[src/rtl/cv3_pkg.sv]
// shared types, codes and constants for the int8 3x3 convolution point block
`timescale 1ns / 1ps

package cv3_pkg;

  localparam int IMG_HEIGHT       = 32;
  localparam int IMG_WIDTH        = 32;
  localparam int MAX_CHANNELS     = 16;
  localparam int MAX_OUT_CHANNELS = 16;

  localparam int KERNEL        = 3;
  localparam int TAPS          = KERNEL * KERNEL;
  localparam int REDUCE_STEPS  = 5;

  localparam int MODE_W     = 2;
  localparam int ADDR_W     = 14;
  localparam int BYTE_W     = 8;
  localparam int COORD_W    = 5;
  localparam int OCH_W      = 4;
  localparam int WORD_W     = 32;
  localparam int CFG_INDEX_W = 1;
  localparam int CFG_DATA_W  = 5;
  localparam int TAP_W      = 4;
  localparam int STEP_W     = 3;

  localparam logic [MODE_W-1:0] MODE_LOAD_ACT = 2'd0;
  localparam logic [MODE_W-1:0] MODE_LOAD_WT  = 2'd1;
  localparam logic [MODE_W-1:0] MODE_COMPUTE  = 2'd2;

  localparam logic [CFG_INDEX_W-1:0] CFG_CHANNELS_IN_USE = 1'b0;
  localparam logic [CFG_INDEX_W-1:0] CFG_CHANNEL_PITCH   = 1'b1;

  localparam logic [CFG_DATA_W-1:0] CHANNELS_RESET = 5'd16;
  localparam logic [CFG_DATA_W-1:0] PITCH_RESET    = 5'd16;

  typedef enum logic [2:0] {
    ST_IDLE,
    ST_TAP,
    ST_REDUCE,
    ST_MAC,
    ST_DRAIN,
    ST_FINISH
  } state_t;

  typedef struct packed {
    logic              capture;
    logic              write_act;
    logic              write_wt;
    logic              tap_setup;
    logic              reduce_load;
    logic              reduce_sub;
    logic [STEP_W-1:0] shift;
    logic              issue;
    logic              finish;
    logic [TAP_W-1:0]  tap;
  } cmd_t;

  typedef struct packed {
    logic tap_inside;
    logic ci_zero;
    logic chan_last;
    logic pipe_busy;
    logic out_full;
  } status_t;

  // kernel row of a tap
  function automatic logic [1:0] tap_row(input logic [TAP_W-1:0] tap);
    logic [1:0] r;
    case (tap) inside
      [4'd0:4'd2]: r = 2'd0;
      [4'd3:4'd5]: r = 2'd1;
      [4'd6:4'd8]: r = 2'd2;
      default:     r = 2'd0;
    endcase
    return r;
  endfunction

  // kernel column of a tap
  function automatic logic [1:0] tap_col(input logic [TAP_W-1:0] tap);
    logic [1:0] c;
    case (tap) inside
      4'd0, 4'd3, 4'd6: c = 2'd0;
      4'd1, 4'd4, 4'd7: c = 2'd1;
      4'd2, 4'd5, 4'd8: c = 2'd2;
      default:          c = 2'd0;
    endcase
    return c;
  endfunction

endpackage

[src/rtl/cv3_ctrl.sv]
// controller: sequences loads, taps, address reduction and the multiply-accumulate loop
`timescale 1ns / 1ps

module cv3_ctrl (
  input  logic                        clk,
  input  logic                        rst,
  input  logic                        in_valid,
  output logic                        in_ready,
  input  logic [cv3_pkg::MODE_W-1:0]  mode,
  input  cv3_pkg::status_t            status,
  output cv3_pkg::cmd_t               cmd
);

  cv3_pkg::state_t              state, state_next;
  logic [cv3_pkg::TAP_W-1:0]    tap, tap_next;
  logic [cv3_pkg::STEP_W-1:0]   rstep, rstep_next;

  localparam logic [cv3_pkg::TAP_W-1:0]  LAST_TAP  = cv3_pkg::TAP_W'(cv3_pkg::TAPS - 1);
  localparam logic [cv3_pkg::STEP_W-1:0] LAST_STEP = cv3_pkg::STEP_W'(cv3_pkg::REDUCE_STEPS);

  always_ff @(posedge clk) begin
    if (rst) begin
      state <= cv3_pkg::ST_IDLE;
      tap   <= '0;
      rstep <= '0;
    end else begin
      state <= state_next;
      tap   <= tap_next;
      rstep <= rstep_next;
    end
  end

  always_comb begin
    state_next = state;
    tap_next   = tap;
    rstep_next = rstep;
    in_ready   = 1'b0;
    cmd        = '0;
    cmd.tap    = tap;
    case (state)
      cv3_pkg::ST_IDLE: begin
        in_ready = 1'b1;
        if (in_valid) begin
          case (mode)
            cv3_pkg::MODE_LOAD_ACT: cmd.write_act = 1'b1;
            cv3_pkg::MODE_LOAD_WT:  cmd.write_wt  = 1'b1;
            cv3_pkg::MODE_COMPUTE: begin
              cmd.capture = 1'b1;
              tap_next    = '0;
              state_next  = cv3_pkg::ST_TAP;
            end
            default: ;
          endcase
        end
      end
      cv3_pkg::ST_TAP: begin
        if (status.tap_inside && !status.ci_zero) begin
          cmd.tap_setup = 1'b1;
          rstep_next    = '0;
          state_next    = cv3_pkg::ST_REDUCE;
        end else if (tap == LAST_TAP) begin
          state_next = cv3_pkg::ST_DRAIN;
        end else begin
          tap_next = tap + 1'b1;
        end
      end
      cv3_pkg::ST_REDUCE: begin
        // first step forms pixel * pitch, then conditional subtracts of depth << 4 .. 0
        if (rstep == '0) begin
          cmd.reduce_load = 1'b1;
        end else begin
          cmd.reduce_sub = 1'b1;
          cmd.shift      = LAST_STEP - rstep;
        end
        rstep_next = rstep + 1'b1;
        if (rstep == LAST_STEP) begin
          state_next = cv3_pkg::ST_MAC;
        end
      end
      cv3_pkg::ST_MAC: begin
        cmd.issue = 1'b1;
        if (status.chan_last) begin
          if (tap == LAST_TAP) begin
            state_next = cv3_pkg::ST_DRAIN;
          end else begin
            tap_next   = tap + 1'b1;
            state_next = cv3_pkg::ST_TAP;
          end
        end
      end
      cv3_pkg::ST_DRAIN: begin
        if (!status.pipe_busy) begin
          state_next = cv3_pkg::ST_FINISH;
        end
      end
      cv3_pkg::ST_FINISH: begin
        if (!status.out_full) begin
          cmd.finish = 1'b1;
          state_next = cv3_pkg::ST_IDLE;
        end
      end
      default: state_next = cv3_pkg::ST_IDLE;
    endcase
  end

endmodule

[config.mk]
export PLATFORM = sky130hd
export DESIGN_NAME = cv3_ctrl
export DESIGN_NICKNAME = d
export VERILOG_FILES = /design/src/rtl/cv3_pkg.sv /design/src/rtl/cv3_ctrl.sv
export SDC_FILE = /design/constraint.sdc
export NUM_CORES = 1
export LEC_CHECK = 0
export BUFFER_PORTS_ARGS = -buffer_cell sky130_fd_sc_hd__clkbuf_2
export CORE_MARGIN = 5
export CORE_UTILIZATION = 52
export CTS_BUF_LIST = sky130_fd_sc_hd__clkbuf_16
export CTS_CLUSTER_SIZE = 8
export DETAILED_ROUTE_END_ITERATION = 12
export PLACE_DENSITY = 0.81
export SYNTH_ARGS = -nofsm -noshare
export SYNTH_HDL_FRONTEND = slang
export SYNTH_SLANG_ARGS = --single-unit
[constraint.sdc]
create_clock -name clk -period 4.09 [get_ports clk]
set_input_delay 0.818 -clock clk [delete_from_list [all_inputs] [get_ports clk]]
set_output_delay 0.818 -clock clk [all_outputs]
set_load 0.01 [all_outputs]
==> reports/results.txt <==
Period minus WS final: 2.53 ns
Initial Utilization: 0.532
Clock network fraction of total power: 0.391
Die height: 48.8 um
Post-synth ARST share: 0
WHS: 0.538 ns
Largest net degree at the start of global routing: 18
Seq/Total Area, Yosys: 0.256
Drc violations: 0
Synth unique cells: 41
Crit. End Element: primary output
Cell taking the most area after synthesis: dfxtp_1
Post-CTS Hold Buffers: 0
Vias in the first global route: 698
Ys flop type: dfxtp_1
Final WS setup: 1.56 ns
DRT Pass-1 Iters: 4
DRT iter0 DRCs: 31
Die Area: 2380 um^2
Cells after DPL: 132
Syn avg cell area: 8.16 um^2
Fin crit share: 0.619
# rows: 14
Cell Pwr Density: 455 nW/um^2
Switching part of the total power: 0.340
Routed Antenna Nets: 0
Layout Nets: 136
Worst-path clk slew: 0.04 ns
MaxCap Viol Count: 0
Num Clock Sinks: 10
Hold Crit Class: reg2reg
Synthesized net count: 111
Hold depth: 2
Top Ports: 26
Slew Viols, Final: 0
Comb power frac: 0.309
Worst EP arrival: 1.71 ns
Pre-CTS setup slack: 1.61 ns
Routability congestion estimate: 0.819
Post-CTS Setup Repair Bufs: 0
Final setup TNS: 0 ns
Flop2flop setup slack: 2.15 ns
Crit path launch type: flip-flop
Status: completed
Share of post-route cells with drive strength above 1: 0.275
Final setup vio count: 0
Wire per inst: 14.0 um
Hold_sp: tap[1]$_SDFFE_PP0P_
Commonest non-fill, non-tap cell in the layout: clkbuf_2
Most frequent cells in the layout: 25 x clkbuf_2, 10 x dfxtp_1, 7 x inv_1, 7 x nand2_1, 6 x nor2_1
Final Non-Filler Cells: 136
I/O Buffers: 25
Worst EP required: 3.27 ns
Area share of the largest cell type after synthesis: 0.256
Fin. Hold Viols: 0
Relative slew slack: 0.651
Worst-Margin Slew: 0.521 ns
Worst Skew: 0.000421 ns
RSZ-0062 raised after global routing: false
H-tree levels: 1
Leak: 0.464 nW
Synth top area cells: dfxtp_1 26%, ha_1 8.0%, nand3b_1 3.8%, inv_1 3.4%, nand2_1 3.4%
Achievable Freq: 395 MHz
# diodes: 0
Area delta synth->final: 25.9%
Root Driver: clkbuf_16
CTS tree: built
Post-cts resize count: 0
Num CTS Buffers: 3
Share of power burned in registers: 0.300
Cell Area, Synth: 783 um^2
Via density: 5.92
Cell Int Power: 296 uW
Clock Tree Buf Depth: 2
Maximum VDD drop: 0.289 mV
Worst-path fanout max: 14
Reg2reg start: tap[0]$_SDFFE_PP0P_
#FFs+latches synth: 10
Depth of the worst register-to-register path: 6
FF-to-FF End: tap[1]$_SDFFE_PP0P_
DRT Wirelength: 1900 um
Initial antenna violation count: 0
Grt total ovfl: 0
Die width: 48.8 um
Core Region: 1470 um^2
Cells after synthesis: 96
Hold endpoint: tap[1]$_SDFFE_PP0P_
EDFF count, synth: 0
Worst skew pair latency: 0.24 ns
Critical path class: reg2out
Global-route wire length before repair: 3220 um
GRT Resource Usage Total: 0.168
Ys Warns: 0
Vias: 805
Switching power: 152 uW
DPL Wire Length: 1380 um
power by group through the flow:
stage | combinational (mW) | sequential (mW) | clock (mW)
after floorplan | 0.124 | 0.114 | 0
after global placement | 0.133 | 0.134 | 0
after detailed placement | 0.137 | 0.136 | 0
after CTS | 0.138 | 0.135 | 0.177
after global routing | 0.154 | 0.138 | 0.183
final | 0.138 | 0.135 | 0.175
Yosys cell counts, types with 2 or more instances:
| cell | n |
|---|---|
| nand4_1 | 2 |
| nand2b_1 | 3 |
| mux2i_1 | 2 |
| dfxtp_1 | 10 |
| nor2b_1 | 3 |
| clkbuf_1 | 3 |
| and3_1 | 3 |
| a21oi_1 | 3 |
| nor2_1 | 6 |
| o2bb2ai_1 | 2 |
| nand3b_1 | 4 |
| buf_2 | 2 |
| inv_1 | 7 |
| nor4_1 | 2 |
| nor3_1 | 4 |
| nor3b_1 | 2 |
| nor4bb_1 | 2 |
| nand3_1 | 2 |
| nand2_1 | 7 |
| o31ai_1 | 2 |
| ha_1 | 5 |
critical path, stage by stage (launching register included):
cell      delay (ns)
dfxtp_1         0.57
nor3b_2         0.54
and3_1          0.24
clkbuf_2        0.13
how the worst max path moves through the flow:
stage | startpoint | endpoint | cells past startpoint
3_3_place_gp | status[4] | cmd[11] | 5
3_5_place_dp | status[4] | cmd[11] | 5
6_report | state[1]$_SDFFE_PP0P_ | cmd[7] | 3
5_1_grt | state[1]$_SDFFE_PP0P_ | cmd[8] | 3
2_1_floorplan | mode[0] | cmd[14] | 2
4_1_cts | state[1]$_SDFFE_PP0P_ | cmd[7] | 3
final cells by class:
cell class	instances	area, um^2
timing repair buffer	25	125
sequential	10	200
multi-input combinational	74	536
inverter	7	26.3
tap	16	20.0
clock buffer	3	75.1
clock inverter	1	3.75
fill	125	485
state kept, by name, indices dropped and copies added, names as in the netlist:
signal  flops
state       3
tap         4
rstep       3
kinds of logic after synthesis:
group,synth area share
AND/OR/NAND/NOR,0.361
AO/OA/AOI/OAI,0.192
buffers and inverters,0.0607
flip-flops,0.256
adder cells (fa/ha/maj),0.0799
multiplexers,0.0399
XOR/XNOR,0.0112
per-layer routing:
layer | routed length, um | up-vias | GRT usage
li1 | - | 405 | -
met1 | 828 | 365 | 0.201
met2 | 916 | 30 | 0.276
met3 | 132 | 5 | 0.0612
met4 | 23 | 0 | 0.0538
met5 | 0 | - | 0
through the flow:
stage | utilization | cell area, um^2 | power [mW]
3_3_place_gp | 0.616 | 907 | 0.267
6_report | 0.670 | 986 | 0.448
4_1_cts | 0.670 | 986 | 0.449
5_1_grt | 0.670 | 986 | 0.475
3_5_place_dp | 0.616 | 907 | 0.272
2_1_floorplan | - | 783 | 0.238
Note: power is estimated with default switching activity, not from simulation.
